<file path="src/hw/rtl/nmea_rmc_sentence_parser_assert.svh">
// Assertion macros shared by the RMC sentence parser RTL.
// Depends on nothing; included inside module bodies that check their logic.
`ifndef NMEA_RMC_SENTENCE_PARSER_ASSERT_SVH
`define NMEA_RMC_SENTENCE_PARSER_ASSERT_SVH

// Condition holds in the same cycle as the antecedent.
`define NRMC_ASSERT_HOLDS(label, clk, rst, ante, cons, msg) \
  label: assert property (@(posedge clk) disable iff (rst) (ante) |-> (cons)) \
    else $error(msg);

// Condition holds in the cycle after the antecedent.
`define NRMC_ASSERT_NEXT(label, clk, rst, ante, cons, msg) \
  label: assert property (@(posedge clk) disable iff (rst) (ante) |=> (cons)) \
    else $error(msg);

`endif

</file>
<file path="src/hw/rtl/nrmc_pkg.sv">
// Types, constants and small lookup functions for the RMC sentence parser.
// Depends on nothing; used by nrmc_coord_lane and nmea_rmc_sentence_parser.
package nrmc_pkg;

  // Characters recognized in the serial stream.
  localparam logic [7:0] CHAR_NL    = 8'h0A;
  localparam logic [7:0] CHAR_COMMA = 8'h2C;
  localparam logic [7:0] CHAR_POINT = 8'h2E;
  localparam logic [7:0] CHAR_0     = 8'h30;
  localparam logic [7:0] CHAR_9     = 8'h39;
  localparam logic [7:0] CHAR_A     = 8'h41;
  localparam logic [7:0] CHAR_N     = 8'h4E;
  localparam logic [7:0] CHAR_S     = 8'h53;
  localparam logic [7:0] CHAR_E     = 8'h45;
  localparam logic [7:0] CHAR_W     = 8'h57;

  // Field numbers within a sentence, counted in commas.
  localparam logic [3:0] FIELD_TIME     = 4'd1;
  localparam logic [3:0] FIELD_STATUS   = 4'd2;
  localparam logic [3:0] FIELD_LAT      = 4'd3;
  localparam logic [3:0] FIELD_LAT_HEMI = 4'd4;
  localparam logic [3:0] FIELD_LON      = 4'd5;
  localparam logic [3:0] FIELD_LON_HEMI = 4'd6;
  localparam logic [3:0] FIELD_COURSE   = 4'd8;
  localparam logic [3:0] FIELD_LAST     = 4'd15;

  // Kept fraction digits per number format.
  localparam logic [2:0] FRAC_COORD = 3'd5;
  localparam logic [2:0] FRAC_CENTI = 3'd2;
  localparam int         PREFIX_LEN = 6;

  // Hemisphere letter code.
  typedef enum logic [1:0] {
    HEMI_NONE = 2'd0,
    HEMI_POS  = 2'd1,
    HEMI_NEG  = 2'd2
  } hemi_t;

  // Coordinate conversion widths and constants.
  localparam int ACC_W       = 34;
  localparam int LAT_ACC_W   = 30;
  localparam int DEG_W       = 11;
  localparam int DEGP_W      = 35;
  localparam int REM_W       = 24;
  localparam int FRAC_W      = 24;
  localparam int SCALE_SHIFT = 7;
  localparam int RECIP_W     = 21;
  localparam int RECIP_SHIFT = 37;
  localparam int QUOT_W      = ACC_W - SCALE_SHIFT + RECIP_W;
  localparam int THIRD_IN_W  = REM_W + 3;
  localparam int THIRD_SHIFT = 33;
  localparam int THIRD_W     = THIRD_IN_W + 32;

  // 10^7 = 2^7 * 78125; the reciprocal of 78125 is scaled by 2^37.
  localparam logic [REM_W-1:0]   DEG_SCALE   = 24'd10000000;
  localparam logic [RECIP_W-1:0] DEG_RECIP   = 21'd1759218;
  localparam logic [31:0]        THIRD_RECIP = 32'hAAAAAAAB;

  localparam logic [30:0] LAT_LIMIT = 31'd900000000;
  localparam logic [30:0] LON_LIMIT = 31'd1800000000;

  // Stage advance strobes for the coordinate lanes.
  typedef struct packed {
    logic s2;
    logic s3;
    logic s4;
    logic s5;
  } stage_en_t;

  // Record fields that ride alongside the coordinate lanes.
  typedef struct packed {
    logic [26:0] utc_time;
    logic        time_valid;
    hemi_t       lat_hemi;
    hemi_t       lon_hemi;
    logic [15:0] course;
    logic        course_valid;
  } rec_side_t;

  // Powers of ten used to place a digit.
  function automatic logic [16:0] pow10(input logic [2:0] exp);
    logic [16:0] val;
    case (exp)
      3'd0:    val = 17'd1;
      3'd1:    val = 17'd10;
      3'd2:    val = 17'd100;
      3'd3:    val = 17'd1000;
      3'd4:    val = 17'd10000;
      3'd5:    val = 17'd100000;
      default: val = 17'd0;
    endcase
    return val;
  endfunction

  // Expected characters of the sentence tag.
  function automatic logic [7:0] prefix_char(input logic [2:0] idx);
    logic [7:0] ch;
    case (idx)
      3'd0:    ch = 8'h24;
      3'd1:    ch = 8'h47;
      3'd2:    ch = 8'h50;
      3'd3:    ch = 8'h52;
      3'd4:    ch = 8'h4D;
      3'd5:    ch = 8'h43;
      default: ch = 8'h00;
    endcase
    return ch;
  endfunction

endpackage

</file>
<file path="src/hw/rtl/nmea_rmc_sentence_parser.sv">
// Top level of the RMC sentence parser: byte parser and record pipeline.
// Depends on nrmc_pkg, nrmc_coord_lane and nmea_rmc_sentence_parser_assert.svh.
//
// Usage:
//   The input channel carries one received character per beat on rx_byte.
//   A line ends at a newline or at its LINE_MAX-th byte. A line that opens
//   with $GPRMC yields one record beat on the output channel; any other
//   line yields nothing. The record carries time, latitude, longitude and
//   course, each with its valid bit; a value is zero when its bit is low.
//   Throughput is one byte per cycle while in_stall is low. A record passes
//   the six-register conversion pipeline (capture, degree estimate,
//   back-multiply, remainder correction, minute scaling, output register)
//   after the beat that ends its line. The pipeline holds up to six records;
//   when the receiver stalls, records queue in it and the input stalls only
//   once every stage is full. Stages that hold nothing close up at once.
//   A synchronous reset clears the line state and drops any record in
//   flight; the block takes bytes in the first cycle after reset.
module nmea_rmc_sentence_parser #(
  parameter int LINE_MAX = 128
) (
  input  logic               clk,
  input  logic               rst,
  input  logic               in_valid,
  output logic               in_stall,
  input  logic [7:0]         rx_byte,
  output logic               out_valid,
  input  logic               out_stall,
  output logic [26:0]        utc_time,
  output logic               time_valid,
  output logic signed [30:0] latitude,
  output logic               latitude_valid,
  output logic signed [31:0] longitude,
  output logic               longitude_valid,
  output logic [15:0]        course,
  output logic               course_valid
);
  import nrmc_pkg::*;

  `include "nmea_rmc_sentence_parser_assert.svh"

  localparam int LEN_W = $clog2(LINE_MAX);
  localparam int NUM_W = 38;

  localparam logic [NUM_W-1:0] TIME_CAP   = 38'd99999999;
  localparam logic [NUM_W-1:0] LAT_CAP    = 38'h003FFFFFFF;
  localparam logic [NUM_W-1:0] LON_CAP    = 38'h03FFFFFFFF;
  localparam logic [NUM_W-1:0] COURSE_CAP = 38'h000001FFFF;

  // One digit into an accumulator, saturating at its cap.
  function automatic logic [NUM_W-1:0] num_step(
    input logic [NUM_W-1:0] acc,
    input logic             int_part,
    input logic [19:0]      term,
    input logic [NUM_W-1:0] cap
  );
    logic [NUM_W-1:0] sum;
    sum = (int_part ? ((acc << 3) + (acc << 1)) : acc) + NUM_W'(term);
    return (sum > cap) ? cap : sum;
  endfunction

  // Final coordinate word: sum, clamp, sign by hemisphere.
  function automatic logic [31:0] coord_out(
    input logic [DEGP_W-1:0] degp,
    input logic [FRAC_W-1:0] frac,
    input hemi_t             hemi,
    input logic [30:0]       limit
  );
    logic [DEGP_W:0] mag;
    logic [31:0]     sat;
    logic [31:0]     res;
    mag = (DEGP_W+1)'(degp) + (DEGP_W+1)'(frac);
    sat = (mag > (DEGP_W+1)'(limit)) ? 32'(limit) : mag[31:0];
    case (hemi)
      HEMI_POS: res = sat;
      HEMI_NEG: res = 32'd0 - sat;
      default:  res = 32'd0;
    endcase
    return res;
  endfunction

  // Line parser state.
  logic [LEN_W-1:0]     line_length;
  logic [3:0]           field_index;
  logic                 prefix_matches;
  logic                 status_active;
  logic                 number_stopped;
  logic                 point_seen;
  logic [2:0]           fraction_digits;
  logic [26:0]          time_acc;
  logic [LAT_ACC_W-1:0] lat_acc;
  logic [ACC_W-1:0]     lon_acc;
  logic [16:0]          course_acc;
  hemi_t                lat_hemi;
  hemi_t                lon_hemi;
  logic                 course_present;

  // State after this byte, before any end-of-line clear.
  logic [3:0]           field_upd;
  logic                 prefix_upd;
  logic                 status_upd;
  logic                 stopped_upd;
  logic                 point_upd;
  logic [2:0]           frac_upd;
  logic [26:0]          time_upd;
  logic [LAT_ACC_W-1:0] lat_upd;
  logic [ACC_W-1:0]     lon_upd;
  logic [16:0]          course_upd;
  hemi_t                lat_hemi_upd;
  hemi_t                lon_hemi_upd;
  logic                 course_present_upd;

  logic                 in_fire;
  logic                 is_nl;
  logic                 is_comma;
  logic                 is_digit;
  logic [3:0]           digit;
  logic                 numeric;
  logic [2:0]           frac_max;
  logic                 take_digit;
  logic [2:0]           term_exp;
  logic [20:0]          term_full;
  logic [19:0]          term;
  logic [LEN_W:0]       len_inc;
  logic                 line_end;
  logic                 emit;

  // Record pipeline.
  logic [5:1]           s_valid;
  logic [5:1]           ready;
  logic                 out_ready;
  rec_side_t            side_in;
  rec_side_t            side [1:5];
  logic [ACC_W-1:0]     lat1;
  logic [ACC_W-1:0]     lon1;
  stage_en_t            stage_en;
  logic [DEGP_W-1:0]    lat_deg;
  logic [FRAC_W-1:0]    lat_frac;
  logic [DEGP_W-1:0]    lon_deg;
  logic [FRAC_W-1:0]    lon_frac;
  logic [31:0]          lat_word;
  logic [31:0]          lon_word;

  assign in_stall = !ready[1];
  assign in_fire  = in_valid && !in_stall;

  // Byte classification and digit placement.
  assign is_nl      = (rx_byte == CHAR_NL);
  assign is_comma   = (rx_byte == CHAR_COMMA);
  assign is_digit   = (rx_byte >= CHAR_0) && (rx_byte <= CHAR_9);
  assign digit      = rx_byte[3:0];
  assign numeric    = (field_index == FIELD_TIME) || (field_index == FIELD_LAT) ||
                      (field_index == FIELD_LON) || (field_index == FIELD_COURSE);
  assign frac_max   = ((field_index == FIELD_LAT) || (field_index == FIELD_LON)) ?
                      FRAC_COORD : FRAC_CENTI;
  assign take_digit = !number_stopped && is_digit &&
                      (!point_seen || (fraction_digits < frac_max));
  assign term_exp   = point_seen ? (frac_max - fraction_digits - 3'd1) : frac_max;
  assign term_full  = 21'(digit) * 21'(pow10(term_exp));
  assign term       = term_full[19:0];

  // Line end: newline, or the byte that reaches the length limit.
  assign len_inc  = (LEN_W+1)'(line_length) + (LEN_W+1)'(1);
  assign line_end = is_nl || (len_inc >= (LEN_W+1)'(LINE_MAX));
  assign emit     = line_end && prefix_upd;

  // Per-byte field update.
  always_comb begin
    field_upd          = field_index;
    prefix_upd         = prefix_matches;
    status_upd         = status_active;
    stopped_upd        = number_stopped;
    point_upd          = point_seen;
    frac_upd           = fraction_digits;
    time_upd           = time_acc;
    lat_upd            = lat_acc;
    lon_upd            = lon_acc;
    course_upd         = course_acc;
    lat_hemi_upd       = lat_hemi;
    lon_hemi_upd       = lon_hemi;
    course_present_upd = course_present;

    if ((line_length < LEN_W'(PREFIX_LEN)) && (rx_byte != prefix_char(line_length[2:0]))) begin
      prefix_upd = 1'b0;
    end

    if (!is_nl && is_comma) begin
      if (field_index != FIELD_LAST) begin
        field_upd = field_index + 4'd1;
      end
      stopped_upd = 1'b0;
      point_upd   = 1'b0;
      frac_upd    = 3'd0;
    end else if (!is_nl) begin
      // Shared number flags for the numeric fields.
      if (numeric && !number_stopped) begin
        if (is_digit) begin
          if (take_digit && point_seen) begin
            frac_upd = fraction_digits + 3'd1;
          end
        end else if ((rx_byte == CHAR_POINT) && !point_seen) begin
          point_upd = 1'b1;
        end else begin
          stopped_upd = 1'b1;
        end
      end

      unique case (field_index)
        FIELD_TIME: begin
          if (take_digit) begin
            time_upd = 27'(num_step(NUM_W'(time_acc), !point_seen, term, TIME_CAP));
          end
        end
        FIELD_LAT: begin
          if (take_digit) begin
            lat_upd = LAT_ACC_W'(num_step(NUM_W'(lat_acc), !point_seen, term, LAT_CAP));
          end
        end
        FIELD_LON: begin
          if (take_digit) begin
            lon_upd = ACC_W'(num_step(NUM_W'(lon_acc), !point_seen, term, LON_CAP));
          end
        end
        FIELD_COURSE: begin
          course_present_upd = 1'b1;
          if (take_digit) begin
            course_upd = 17'(num_step(NUM_W'(course_acc), !point_seen, term, COURSE_CAP));
          end
        end
        FIELD_STATUS: begin
          if (!number_stopped) begin
            status_upd = (rx_byte == CHAR_A);
          end
          stopped_upd = 1'b1;
        end
        FIELD_LAT_HEMI: begin
          if (!number_stopped) begin
            lat_hemi_upd = (rx_byte == CHAR_N) ? HEMI_POS :
                           (rx_byte == CHAR_S) ? HEMI_NEG : HEMI_NONE;
          end
          stopped_upd = 1'b1;
        end
        FIELD_LON_HEMI: begin
          if (!number_stopped) begin
            lon_hemi_upd = (rx_byte == CHAR_E) ? HEMI_POS :
                           (rx_byte == CHAR_W) ? HEMI_NEG : HEMI_NONE;
          end
          stopped_upd = 1'b1;
        end
        default: begin
        end
      endcase
    end
  end

  // Parser registers; every finished line returns them to reset values.
  always_ff @(posedge clk) begin
    if (rst) begin
      line_length     <= '0;
      field_index     <= '0;
      prefix_matches  <= 1'b1;
      status_active   <= 1'b0;
      number_stopped  <= 1'b0;
      point_seen      <= 1'b0;
      fraction_digits <= '0;
      time_acc        <= '0;
      lat_acc         <= '0;
      lon_acc         <= '0;
      course_acc      <= '0;
      lat_hemi        <= HEMI_NONE;
      lon_hemi        <= HEMI_NONE;
      course_present  <= 1'b0;
    end else if (in_fire) begin
      if (line_end) begin
        line_length     <= '0;
        field_index     <= '0;
        prefix_matches  <= 1'b1;
        status_active   <= 1'b0;
        number_stopped  <= 1'b0;
        point_seen      <= 1'b0;
        fraction_digits <= '0;
        time_acc        <= '0;
        lat_acc         <= '0;
        lon_acc         <= '0;
        course_acc      <= '0;
        lat_hemi        <= HEMI_NONE;
        lon_hemi        <= HEMI_NONE;
        course_present  <= 1'b0;
      end else begin
        line_length     <= len_inc[LEN_W-1:0];
        field_index     <= field_upd;
        prefix_matches  <= prefix_upd;
        status_active   <= status_upd;
        number_stopped  <= stopped_upd;
        point_seen      <= point_upd;
        fraction_digits <= frac_upd;
        time_acc        <= time_upd;
        lat_acc         <= lat_upd;
        lon_acc         <= lon_upd;
        course_acc      <= course_upd;
        lat_hemi        <= lat_hemi_upd;
        lon_hemi        <= lon_hemi_upd;
        course_present  <= course_present_upd;
      end
    end
  end

  // Record fields that need no further conversion.
  always_comb begin
    side_in.utc_time     = status_upd ? time_upd : 27'd0;
    side_in.time_valid   = status_upd;
    side_in.lat_hemi     = lat_hemi_upd;
    side_in.lon_hemi     = lon_hemi_upd;
    side_in.course_valid = course_present_upd;
    if (!course_present_upd) begin
      side_in.course = 16'd0;
    end else if (course_upd[16]) begin
      side_in.course = 16'hFFFF;
    end else begin
      side_in.course = course_upd[15:0];
    end
  end

  // Stage ready chain; empty stages close up.
  assign out_ready = !out_valid || !out_stall;

  always_comb begin
    ready[5] = !s_valid[5] || out_ready;
    for (int k = 4; k >= 1; k--) begin
      ready[k] = !s_valid[k] || ready[k+1];
    end
  end

  assign stage_en = '{s2: ready[2], s3: ready[3], s4: ready[4], s5: ready[5]};

  // Pipeline valid bits.
  always_ff @(posedge clk) begin
    if (rst) begin
      s_valid   <= '0;
      out_valid <= 1'b0;
    end else begin
      if (out_ready) begin
        out_valid <= s_valid[5];
      end
      for (int k = 5; k >= 2; k--) begin
        if (ready[k]) begin
          s_valid[k] <= s_valid[k-1];
        end
      end
      if (ready[1]) begin
        s_valid[1] <= in_fire && emit;
      end
    end
  end

  // Pipeline payload.
  always_ff @(posedge clk) begin
    if (ready[1]) begin
      side[1] <= side_in;
      lat1    <= ACC_W'(lat_upd);
      lon1    <= lon_upd;
    end
    for (int k = 2; k <= 5; k++) begin
      if (ready[k]) begin
        side[k] <= side[k-1];
      end
    end
  end

  nrmc_coord_lane u_lat_lane (
    .clk       (clk),
    .en        (stage_en),
    .acc       (lat1),
    .deg_part  (lat_deg),
    .frac_part (lat_frac)
  );

  nrmc_coord_lane u_lon_lane (
    .clk       (clk),
    .en        (stage_en),
    .acc       (lon1),
    .deg_part  (lon_deg),
    .frac_part (lon_frac)
  );

  assign lat_word = coord_out(lat_deg, lat_frac, side[5].lat_hemi, LAT_LIMIT);
  assign lon_word = coord_out(lon_deg, lon_frac, side[5].lon_hemi, LON_LIMIT);

  // Output register.
  always_ff @(posedge clk) begin
    if (out_ready) begin
      utc_time        <= side[5].utc_time;
      time_valid      <= side[5].time_valid;
      latitude        <= lat_word[30:0];
      latitude_valid  <= (side[5].lat_hemi != HEMI_NONE);
      longitude       <= lon_word;
      longitude_valid <= (side[5].lon_hemi != HEMI_NONE);
      course          <= side[5].course;
      course_valid    <= side[5].course_valid;
    end
  end

  // Checks.
  `NRMC_ASSERT_HOLDS(a_len_in_range, clk, rst, 1'b1, line_length < LEN_W'(LINE_MAX - 1) || line_length == LEN_W'(LINE_MAX - 1), "line length past limit")
  `NRMC_ASSERT_HOLDS(a_field0_clear, clk, rst, field_index == 4'd0, time_acc == '0 && lat_acc == '0 && lon_acc == '0 && course_acc == '0, "accumulator set before first comma")
  `NRMC_ASSERT_HOLDS(a_frac_bound, clk, rst, 1'b1, fraction_digits <= FRAC_COORD, "too many fraction digits")
  `NRMC_ASSERT_NEXT(a_emit_loads, clk, rst, in_fire && emit, s_valid[1], "record lost at capture")
  `NRMC_ASSERT_NEXT(a_line_clears, clk, rst, in_fire && line_end, line_length == '0 && field_index == 4'd0 && prefix_matches, "line state not cleared")
  `NRMC_ASSERT_HOLDS(a_lat_range, clk, rst, out_valid, latitude >= -31'sd900000000 && latitude <= 31'sd900000000 && (latitude_valid || latitude == 31'sd0), "latitude out of range")

endmodule

</file>
<file path="src/hw/rtl/nrmc_coord_lane.sv">
// Coordinate lane: splits a ddmm.mmmmm accumulator into whole-degree and
// minute parts over four stages. Depends on nrmc_pkg.
module nrmc_coord_lane (
  input  logic                            clk,
  input  nrmc_pkg::stage_en_t             en,
  input  logic [nrmc_pkg::ACC_W-1:0]      acc,
  output logic [nrmc_pkg::DEGP_W-1:0]     deg_part,
  output logic [nrmc_pkg::FRAC_W-1:0]     frac_part
);
  import nrmc_pkg::*;

  logic [QUOT_W-1:0]     quot_prod;
  logic [ACC_W-1:0]      acc2;
  logic [ACC_W-1:0]      acc3;
  logic [DEG_W-1:0]      deg_est;
  logic [DEGP_W-1:0]     prod3;
  logic [DEGP_W-1:0]     diff;
  logic                  over;
  logic [DEGP_W-1:0]     degp4;
  logic [REM_W-1:0]      rem4;
  logic [THIRD_IN_W-1:0] rem_x5;
  logic [THIRD_W-1:0]    third_prod;

  // Stage 2: degree estimate by reciprocal multiply, low by at most one.
  assign quot_prod = QUOT_W'(acc[ACC_W-1:SCALE_SHIFT]) * QUOT_W'(DEG_RECIP);

  always_ff @(posedge clk) begin
    if (en.s2) begin
      acc2    <= acc;
      deg_est <= DEG_W'(quot_prod >> RECIP_SHIFT);
    end
  end

  // Stage 3: estimated degrees back in accumulator units.
  always_ff @(posedge clk) begin
    if (en.s3) begin
      acc3  <= acc2;
      prod3 <= DEGP_W'(deg_est) * DEGP_W'(DEG_SCALE);
    end
  end

  // Stage 4: remainder with the one-step correction.
  assign diff = DEGP_W'(acc3) - prod3;
  assign over = (diff >= DEGP_W'(DEG_SCALE));

  always_ff @(posedge clk) begin
    if (en.s4) begin
      if (over) begin
        rem4  <= REM_W'(diff - DEGP_W'(DEG_SCALE));
        degp4 <= prod3 + DEGP_W'(DEG_SCALE);
      end else begin
        rem4  <= REM_W'(diff);
        degp4 <= prod3;
      end
    end
  end

  // Stage 5: minutes to degrees, floor(rem * 5 / 3) by reciprocal of three.
  assign rem_x5     = (THIRD_IN_W'(rem4) << 2) + THIRD_IN_W'(rem4);
  assign third_prod = THIRD_W'(rem_x5) * THIRD_W'(THIRD_RECIP);

  always_ff @(posedge clk) begin
    if (en.s5) begin
      deg_part  <= degp4;
      frac_part <= FRAC_W'(third_prod >> THIRD_SHIFT);
    end
  end

endmodule
</file>
<file path="config.mk">
export PLATFORM = sky130hd
export DESIGN_NAME = nmea_rmc_sentence_parser
export DESIGN_NICKNAME = d
export VERILOG_FILES = /design/src/hw/rtl/nrmc_pkg.sv /design/src/hw/rtl/nmea_rmc_sentence_parser.sv /design/src/hw/rtl/nrmc_coord_lane.sv
export VERILOG_INCLUDE_DIRS = /design/src /design/src/hw/rtl
export SDC_FILE = /design/constraint.sdc
export NUM_CORES = 2
export LEC_CHECK = 0
export ABC_AREA = 1
export ABC_CLOCK_PERIOD_IN_PS = 22300
export BUFFER_PORTS_ARGS = -buffer_cell sky130_fd_sc_hd__buf_4
export CAP_MARGIN = 20
export CORE_ASPECT_RATIO = 0.5
export CORE_UTILIZATION = 60
export CTS_BUF_LIST = sky130_fd_sc_hd__clkbuf_8 sky130_fd_sc_hd__clkbuf_16
export DETAILED_ROUTE_END_ITERATION = 10
export HOLD_SLACK_MARGIN = 0.02
export PLACE_DENSITY = 0.8
export SYNTH_ARGS = -nofsm -noshare
export SYNTH_HDL_FRONTEND = slang
export SYNTH_SLANG_ARGS = --single-unit
</file>
<file path="constraint.sdc">
create_clock -name clk -period 22.3 [get_ports clk]
set_input_delay 2.23 -clock clk [delete_from_list [all_inputs] [get_ports clk]]
set_output_delay 2.23 -clock clk [all_outputs]
set_load 0.01 [all_outputs]
</file>
### After elaboration in Yosys (flattened, before gate mapping)

Memories as Yosys holds them, arrays and structs flattened.
Cells that the tools add are included.

| word-level totals | value |
|---|---|
| register bits after elaboration | 753 |
| bits in latches | 0 |
| RAM bits | 245 |
| bits in read-only memories | 0 |
| input bits | 12 |
| output and inout bits | 112 |
| memories | 1 |

| cells by class | value |
|---|---|
| add/sub/neg operators | 25 |
| multipliers | 7 |
| divide/modulo/power cells | 0 |
| magnitude comparators | 13 |
| equality and inequality tests | 35 |
| shift operators | 0 |
| multiplexer cells | 101 |
| bitwise operators | 0 |
| reductions and logical operators | 50 |

Memories:

| name | words | bits a word | read ports | clocked after memory_dff | wr ports | line | RTL |
|---|---|---|---|---|---|---|---|
| side | 5 | 49 | 5 | 0 | 5 | nmea_rmc_sentence_parser.sv:132 | `rec_side_t side [1:5];` |

Operators with widths:

| operator | count |
|---|---|
| $mux W34 | 7 |
| $mux W27 | 7 |
| $mux W30 | 6 |
| $mul A27 B32 Y57 const B | 2 |
| $mux W17 | 6 |
| $pmux W17 S6 | 1 |
| $add A35 B24 Y36 | 2 |
| $add A35 B24 Y35 const B | 2 |
| $ge A35 B24 Y1 const B | 2 |
| $mux W35 | 2 |
| $pmux W32 S2 | 1 |
| $mux W31 | 2 |
| $pmux W31 S2 | 1 |
| $mul A11 B17 Y28 const B | 2 |
| $add A26 B24 Y27 | 2 |
| $mux W24 | 2 |
| $sub A24 B24 Y24 const B | 2 |
| $mul A27 B20 Y47 const B | 1 |
| $mul A23 B20 Y43 const B | 1 |
| $pmux W7 S6 | 1 |
| $eq A8 B7 Y1 const B | 5 |
| $add A37 B35 Y38 | 1 |
| $add A38 B20 Y38 | 1 |
| $gt A38 B34 Y1 const B | 1 |
| other kinds (60) | 171 |

### Logic depth before layout (Yosys ltp)

| depth | value |
|---|---|
| word-level depth | 18 |
| depth in mapped cells | 55 |
| gate-level depth less buffers | 54 |

### Hierarchy

From an unflattened synthesis, not the netlist that was laid out.

| second synthesis, totals | value |
|---|---|
| cell total of the unflattened synthesis | 14,463 |
| area total of the unflattened synthesis | 116,195.2 um^2 |

Modules (own cells, without submodules):

| module | instances | cells an instance | area each (um^2) | seq. area each (um^2) |
|---|---|---|---|---|
| nmea_rmc_sentence_parser | 1 | 6,465 | 44,391.3 | 15,324.7 |
| nrmc_coord_lane at u_lat_lane | 1 | 4,040 | 36,079.6 | 6,336.1 |
| nrmc_coord_lane at u_lon_lane | 1 | 3,958 | 35,724.3 | 6,336.1 |

### Worst setup path before layout

Ideal clock, no wire load.

| timing | value |
|---|---|
| kind | in2reg |
| from | input port out_stall |
| to | register lat_acc[12] |
| library setup time | 0.070 ns |
| arrival time | 21.424 ns |
| required time | 22.230 ns |
| slack | 0.805 ns |
| cell stages on the path | 17 |
| path buffers | 2 |
| path through | nand2_1 nor2_1 inv_1 nor2_1 inv_1 nor2_1 inv_1 nor2_1 inv_1 nor2_1 inv_1 nand2_1 nor2_1 clkbuf_1 buf_1 nand3_1 a21oi_1 |

| between the ends | value |
|---|---|
| cells in the longest elaborated chain, start to end | 8 |

Ends and longest elaborated chain:

| what | line | RTL |
|---|---|---|
| start: declaration | nmea_rmc_sentence_parser.sv:27 | `input logic out_stall,` |
| $logic_not A1 Y1 | nmea_rmc_sentence_parser.sv:324 | `assign out_ready = !out_valid \|\| !out_stall;` |
| $logic_or A1 B1 Y1 | nmea_rmc_sentence_parser.sv:324 |  |
| $logic_or A1 B1 Y1 | nmea_rmc_sentence_parser.sv:327 | `ready[5] = !s_valid[5] \|\| out_ready;` |
| via ready, one bit | nmea_rmc_sentence_parser.sv:129 | `logic [5:1] ready;` |
| $logic_or A1 B1 Y1 | nmea_rmc_sentence_parser.sv:329 | `ready[k] = !s_valid[k] \|\| ready[k+1];` |
| via ready, one bit | nmea_rmc_sentence_parser.sv:129 |  |
| $logic_or A1 B1 Y1 | nmea_rmc_sentence_parser.sv:329 |  |
| via ready, one bit | nmea_rmc_sentence_parser.sv:129 |  |
| $logic_or A1 B1 Y1 | nmea_rmc_sentence_parser.sv:329 |  |
| via ready, one bit | nmea_rmc_sentence_parser.sv:129 |  |
| $logic_or A1 B1 Y1 | nmea_rmc_sentence_parser.sv:329 |  |
| $logic_and A1 B1 Y1 | nmea_rmc_sentence_parser.sv:144 | `assign in_fire = in_valid && !in_stall;` |
| end signal: assignment | nmea_rmc_sentence_parser.sv:297 | `lat_acc <= lat_upd;` |
| end: declaration | nmea_rmc_sentence_parser.sv:90 | `logic [LAT_ACC_W-1:0] lat_acc;` |

The timed path passes the listed nets, and every way through them passes these cells.
A chain may end at the register's enable or synchronous reset.

### Final worst setup path

| timing | value |
|---|---|
| from | register u_lat_lane.rem4[0] |
| to | register u_lat_lane.frac_part[22] (netlist name), data pin |

| between the ends | value |
|---|---|
| cells in the longest elaborated chain, start to end | 2 |

Ends and longest elaborated chain:

| what | line | RTL |
|---|---|---|
| start: declaration | nrmc_coord_lane.sv:20 | `logic [REM_W-1:0] rem4;` |
| start signal: assignment | nrmc_coord_lane.sv:49 | `rem4 <= REM_W'(diff - DEGP_W'(DEG_SCALE));` |
| start signal: assignment | nrmc_coord_lane.sv:52 | `rem4 <= REM_W'(diff);` |
| $add A26 B24 Y27 | nrmc_coord_lane.sv:59 | `assign rem_x5 = (THIRD_IN_W'(rem4) << 2) + THIRD_IN_W'(rem4);` |
| $mul A27 B32 Y57 | nrmc_coord_lane.sv:60 | `assign third_prod = THIRD_W'(rem_x5) * THIRD_W'(THIRD_RECIP);` |
| via u_lat_lane.third_prod[55] | nrmc_coord_lane.sv:22 | `logic [THIRD_W-1:0] third_prod;` |
| end signal: assignment | nrmc_coord_lane.sv:65 | `frac_part <= FRAC_W'(third_prod >> THIRD_SHIFT);` |
| end: declaration | nrmc_coord_lane.sv:8 | `output logic [nrmc_pkg::FRAC_W-1:0] frac_part` |

The timed path passes the listed nets, and every way through them passes these cells.

==> impl_results.html <==
<table>
<tr><th>Metric</th><th>Value</th></tr>
<tr><th colspan="2">Finish</th></tr>
<tr><td># fillers</td><td>14,296</td></tr>
<tr><td>Share of layout cells above drive strength 1</td><td>4.61%</td></tr>
<tr><td>End-of-flow core utilization</td><td>64.3%</td></tr>
<tr><td>Layout-stage area growth over the synthesis result</td><td>6.13%</td></tr>
<tr><td>Final net count</td><td>14,645</td></tr>
<tr><th colspan="2">Global routing</th></tr>
<tr><td>First-pass GRT wire length</td><td>444,000 um</td></tr>
<tr><td>Via count of the first global-routing pass</td><td>between 80,000 and 90,000</td></tr>
<tr><td>Antenna violations before repair</td><td>11</td></tr>
<tr><td>Total routing resource utilization after global routing</td><td>31.6%</td></tr>
<tr><td>Pin count of the biggest net entering global routing</td><td>98</td></tr>
<tr><td>Final global-route overflow total</td><td>0</td></tr>
<tr><th colspan="2">Worst setup path</th></tr>
<tr><td>Class of the most critical setup path</td><td>register to register</td></tr>
<tr><td>Longest individual stage delay on the worst path</td><td>830 ps</td></tr>
<tr><td>Arrival time reported for the critical path endpoint</td><td>10,240 ps</td></tr>
<tr><td>Startpoint Class</td><td>register</td></tr>
<tr><td>Worst path most repeated cell</td><td>sky130_fd_sc_hd__fa_1</td></tr>
<tr><td>Cell type of the slowest stage on the worst timing path</td><td>sky130_fd_sc_hd__fa_1</td></tr>
<tr><td>CP Data Required Time</td><td>between 20,000 and 25,000 ps</td></tr>
<tr><td>Biggest fanout along the worst timing path</td><td>6</td></tr>
<tr><td>Element type at the critical path end</td><td>register</td></tr>
<tr><th colspan="2">Drt</th></tr>
<tr><td>Overall routed net length</td><td>278,000 um</td></tr>
<tr><td>Number of remaining DRC errors</td><td>0</td></tr>
<tr><td>Routed metal-1 wirelength</td><td>118,000 um</td></tr>
<tr><td>Vias per std cell</td><td>roughly 5.7</td></tr>
<tr><td>Number of DRC markers after the initial detailed-route iteration</td><td>7,884</td></tr>
<tr><td>First-pass iteration count of the detailed router</td><td>8</td></tr>
<tr><td>Number of nets still failing antenna checks after routing</td><td>0</td></tr>
<tr><td>Routed wire length on met3</td><td>around 22,000 um</td></tr>
<tr><td>Wirelength per Cell</td><td>18.9 um</td></tr>
<tr><td>DR vias</td><td>83,279</td></tr>
<tr><td>Uppermost layer routed</td><td>met5</td></tr>
<tr><td>Total length of routed met2 wires</td><td>129,000 um</td></tr>
<tr><th colspan="2">Timing</th></tr>
<tr><td>Hold Worst Slack</td><td>391 ps</td></tr>
<tr><td>Pins over their slew limit</td><td>0</td></tr>
<tr><td>Worst clock skew on the final layout</td><td>77.5 ps</td></tr>
<tr><td>Final setup TNS</td><td>0 ps</td></tr>
<tr><td>Final hold viol count</td><td>0</td></tr>
<tr><td>Slew at the pin closest to its max-slew limit</td><td>1040 ps</td></tr>
<tr><td>Highest achievable clock rate</td><td>102 MHz</td></tr>
<tr><td>Total of endpoints with negative setup slack in the final report</td><td>0</td></tr>
<tr><td>Time the worst path needs with I/O delays and setup</td><td>9780 ps</td></tr>
<tr><td>Relative slew slack</td><td>30.6%</td></tr>
<tr><td>RSZ-0062 raised after global routing</td><td>false</td></tr>
<tr><td>Fin crit share</td><td>43.9%</td></tr>
<tr><th colspan="2">Synthesis</th></tr>
<tr><td>Yosys warning total</td><td>0</td></tr>
<tr><td>Syn Nets</td><td>14,559</td></tr>
<tr><td>FF+latch count, synth</td><td>956</td></tr>
<tr><td>Number of enable flip-flop cells after synthesis</td><td>just over 800</td></tr>
<tr><td>Most used standard cells in the synthesized netlist</td><td>sky130_fd_sc_hd__inv_1 (2,460), sky130_fd_sc_hd__nand2_1 (2,192), sky130_fd_sc_hd__ha_1 (1,328)</td></tr>
<tr><td>Post-synth design cell area</td><td>around 110,000 um2</td></tr>
<tr><td>Predominant post-synthesis flop cell</td><td>sky130_fd_sc_hd__edfxtp_1</td></tr>
<tr><td>Synthesized area divided by synthesized cell count</td><td>8.63 um2</td></tr>
<tr><td>Area share of the largest cell type after synthesis</td><td>between 20% and 30%</td></tr>
<tr><td>Async SR Flop Fraction</td><td>0%</td></tr>
<tr><td>Count leader, synth</td><td>sky130_fd_sc_hd__inv_1</td></tr>
<tr><td>Distinct cells, synth</td><td>80</td></tr>
<tr><td>Proportion of synthesized chip area in sequential cells</td><td>approximately 26%</td></tr>
<tr><td>Area leader, netlist</td><td>sky130_fd_sc_hd__edfxtp_1</td></tr>
<tr><td>Gate count of the mapped netlist</td><td>12,203</td></tr>
<tr><td>Largest cells by area after synthesis</td><td>sky130_fd_sc_hd__edfxtp_1 (23%), sky130_fd_sc_hd__fa_1 (19%), sky130_fd_sc_hd__ha_1 (16%)</td></tr>
<tr><th colspan="2">Floorplan</th></tr>
<tr><td>Initial cell density of the core</td><td>60.5%</td></tr>
<tr><td>Die outline area</td><td>177,000 um2</td></tr>
<tr><td>Ports placed on the boundary</td><td>124</td></tr>
<tr><td>Core area</td><td>174,000 um2</td></tr>
<tr><td># rows</td><td>108</td></tr>
<tr><td>Die boundary height</td><td>298 um</td></tr>
<tr><td>Die X</td><td>between 500 and 600 um</td></tr>
<tr><th colspan="2">Power</th></tr>
<tr><td>Reg power frac</td><td>52.5%</td></tr>
<tr><td>Leakage Power</td><td>60.7 nW</td></tr>
<tr><td>Internal Pwr Total</td><td>2.81 mW</td></tr>
<tr><td>Switch share</td><td>22.9%</td></tr>
<tr><td>PD cells</td><td>around 33 nW/um2</td></tr>
<tr><td>Part of the total power dissipated in the clock network</td><td>45.3%</td></tr>
<tr><td>Switching component of the power</td><td>0.834 mW</td></tr>
<tr><td>Worst-case vdd ir drop</td><td>just under 0.00006 V</td></tr>
<tr><td>Gate power share</td><td>2.2%</td></tr>
<tr><th colspan="2">CTS</th></tr>
<tr><td>CTS H-tree lvls</td><td>3</td></tr>
<tr><td>Worst-path clk slew</td><td>70 ps</td></tr>
<tr><td>CTS-repair resized insts</td><td>0</td></tr>
<tr><td>Worst-Skew Late Latency</td><td>around 770 ps</td></tr>
<tr><td>Clock tree from TritonCTS</td><td>built</td></tr>
<tr><td>Clk sinks</td><td>between 900 and 1,000</td></tr>
<tr><td>Root buf cell</td><td>sky130_fd_sc_hd__clkbuf_16</td></tr>
<tr><td>Post-CTS setup buffer count</td><td>0</td></tr>
<tr><td>Number of hold buffers added after cts</td><td>0</td></tr>
<tr><td>Maximum buffer depth of the clock tree</td><td>3</td></tr>
<tr><td>Number of buffers created by CTS</td><td>88</td></tr>
<tr><th colspan="2">Placed design</th></tr>
<tr><td>Detailed placer's ending HPWL</td><td>between 200,000 and 250,000 um</td></tr>
<tr><td>Placer's final routability congestion estimate</td><td>1.02</td></tr>
<tr><td>Count of input and output buffers</td><td>123</td></tr>
<tr><th colspan="2">Worst hold path</th></tr>
<tr><td>Min-Delay Path Class</td><td>register to register</td></tr>
<tr><th colspan="2">Run</th></tr>
<tr><td>Max-cap violations</td><td>0</td></tr>
<tr><th colspan="2">Run status</th></tr>
<tr><td>Run status</td><td>completed</td></tr>
</table>
## worst paths after layout
path              slack (ps)  cells past startpoint                  endpoint                 from
setup / recovery       12520                     40  u_lat_lane.frac_part[22]   u_lat_lane.rem4[0]
hold / removal           390                      0       u_lat_lane.acc3[24]  u_lat_lane.acc2[24]
setup reg to reg       12520                     40  u_lat_lane.frac_part[22]   u_lat_lane.rem4[0]
hold reg to reg          390                      0       u_lat_lane.acc3[24]  u_lat_lane.acc2[24]
## worst max-delay path: cells and delay by family, from the launching register on
kind            cells  cell delay [ps]
buf+inv             5              530
simple gates       10             1000
fa+ha+maj          10             4740
xor+xnor            2              420
compound gates     13             2390
flops               1              460
## placed cells by master (no fill, tap or decap), types with 114 or more instances in the layout
cell,instances
sky130_fd_sc_hd__buf_4,163
sky130_fd_sc_hd__xnor2_1,114
sky130_fd_sc_hd__nor2_1,803
sky130_fd_sc_hd__nand4_1,224
sky130_fd_sc_hd__a21oi_1,842
sky130_fd_sc_hd__inv_1,2465
sky130_fd_sc_hd__nand2_1,2190
sky130_fd_sc_hd__edfxtp_1,819
sky130_fd_sc_hd__xor2_1,273
sky130_fd_sc_hd__ha_1,1328
sky130_fd_sc_hd__o21ai_0,378
sky130_fd_sc_hd__dfxtp_1,136
sky130_fd_sc_hd__nand3_1,671
sky130_fd_sc_hd__fa_1,1016
## routing by layer
layer	vias to the layer above	GRT usage, %
li1	39889	-
met2	3025	52.5
met1	39845	42.5
met3	514	5.15
met4	6	9.70
met5	-	0
## state kept, by name, indices dropped and copies added, names as in the netlist, 24 cells and up
| signal | flops |
|---|---|
| u_lon_lane.degp4 | 28 |
| u_lat_lane.prod3 | 24 |
| lat_acc | 30 |
| lon_acc | 34 |
| u_lon_lane.frac_part | 24 |
| u_lat_lane.degp4 | 25 |
| u_lon_lane.acc2 | 34 |
| time_acc | 27 |
| u_lon_lane.prod3 | 28 |
| u_lat_lane.deg_part | 25 |
| latitude | 31 |
| u_lon_lane.acc3 | 34 |
| lon1 | 34 |
| utc_time | 27 |
| u_lat_lane.frac_part | 24 |
| side | 245 |
| u_lon_lane.deg_part | 28 |
| lat1 | 30 |
| u_lon_lane.rem4 | 24 |
| u_lat_lane.rem4 | 24 |
| longitude | 32 |
| u_lat_lane.acc2 | 30 |
| u_lat_lane.acc3 | 30 |
## kinds of logic after synthesis
logic type	count (synthesis)	synth area share [%]
flip-flops	956	26.0
buffers and inverters	2651	9.70
adder cells (fa/ha/maj)	2344	35.1
AND/OR/NAND/NOR	4311	17.8
XOR/XNOR	391	3.28
AO/OA/AOI/OAI	1550	8.15
## power by group through the flow
| stage | Clock [mW] | Sequential (mW) | Combinational (mW) |
|---|---|---|---|
| after global placement | 0 | 1.95 | 0.0775 |
| after CTS | 1.67 | 1.91 | 0.0797 |
| final | 1.65 | 1.91 | 0.0818 |
| after global routing | 1.74 | 1.91 | 0.0892 |
| after detailed placement | 0 | 1.95 | 0.0790 |
| after floorplan | 0 | 1.95 | 0.0565 |
## layout make-up
type / instances / area (um2) / area share, %
sequential: 956 / 27300 / 24.5
multi-input combinational: 8596 / 67800 / 60.7
antenna: 1 / 2.50 / 0.00224
clock buffer: 90 / 2240 / 2.01
timing repair buffer: 165 / 1260 / 1.12
inverter: 2482 / 9340 / 8.36
clock inverter: 75 / 890 / 0.796
tap: 2310 / 2890 / 2.59
## metrics by stage
step | power [mW] | cell area [um2] | std cells | setup WS, ps
6_report | 3.64 | 112000 | 14675 | 12520
5_1_grt | 3.74 | 112000 | 14674 | 11550
4_1_cts | 3.66 | 112000 | 14674 | 12450
3_5_place_dp | 2.03 | 109000 | 14509 | 12440
3_3_place_gp | 2.03 | 109000 | 14507 | 12690
2_1_floorplan | 2.01 | 105000 | 12203 | 805
Note: power is estimated with default switching activity, not from simulation.
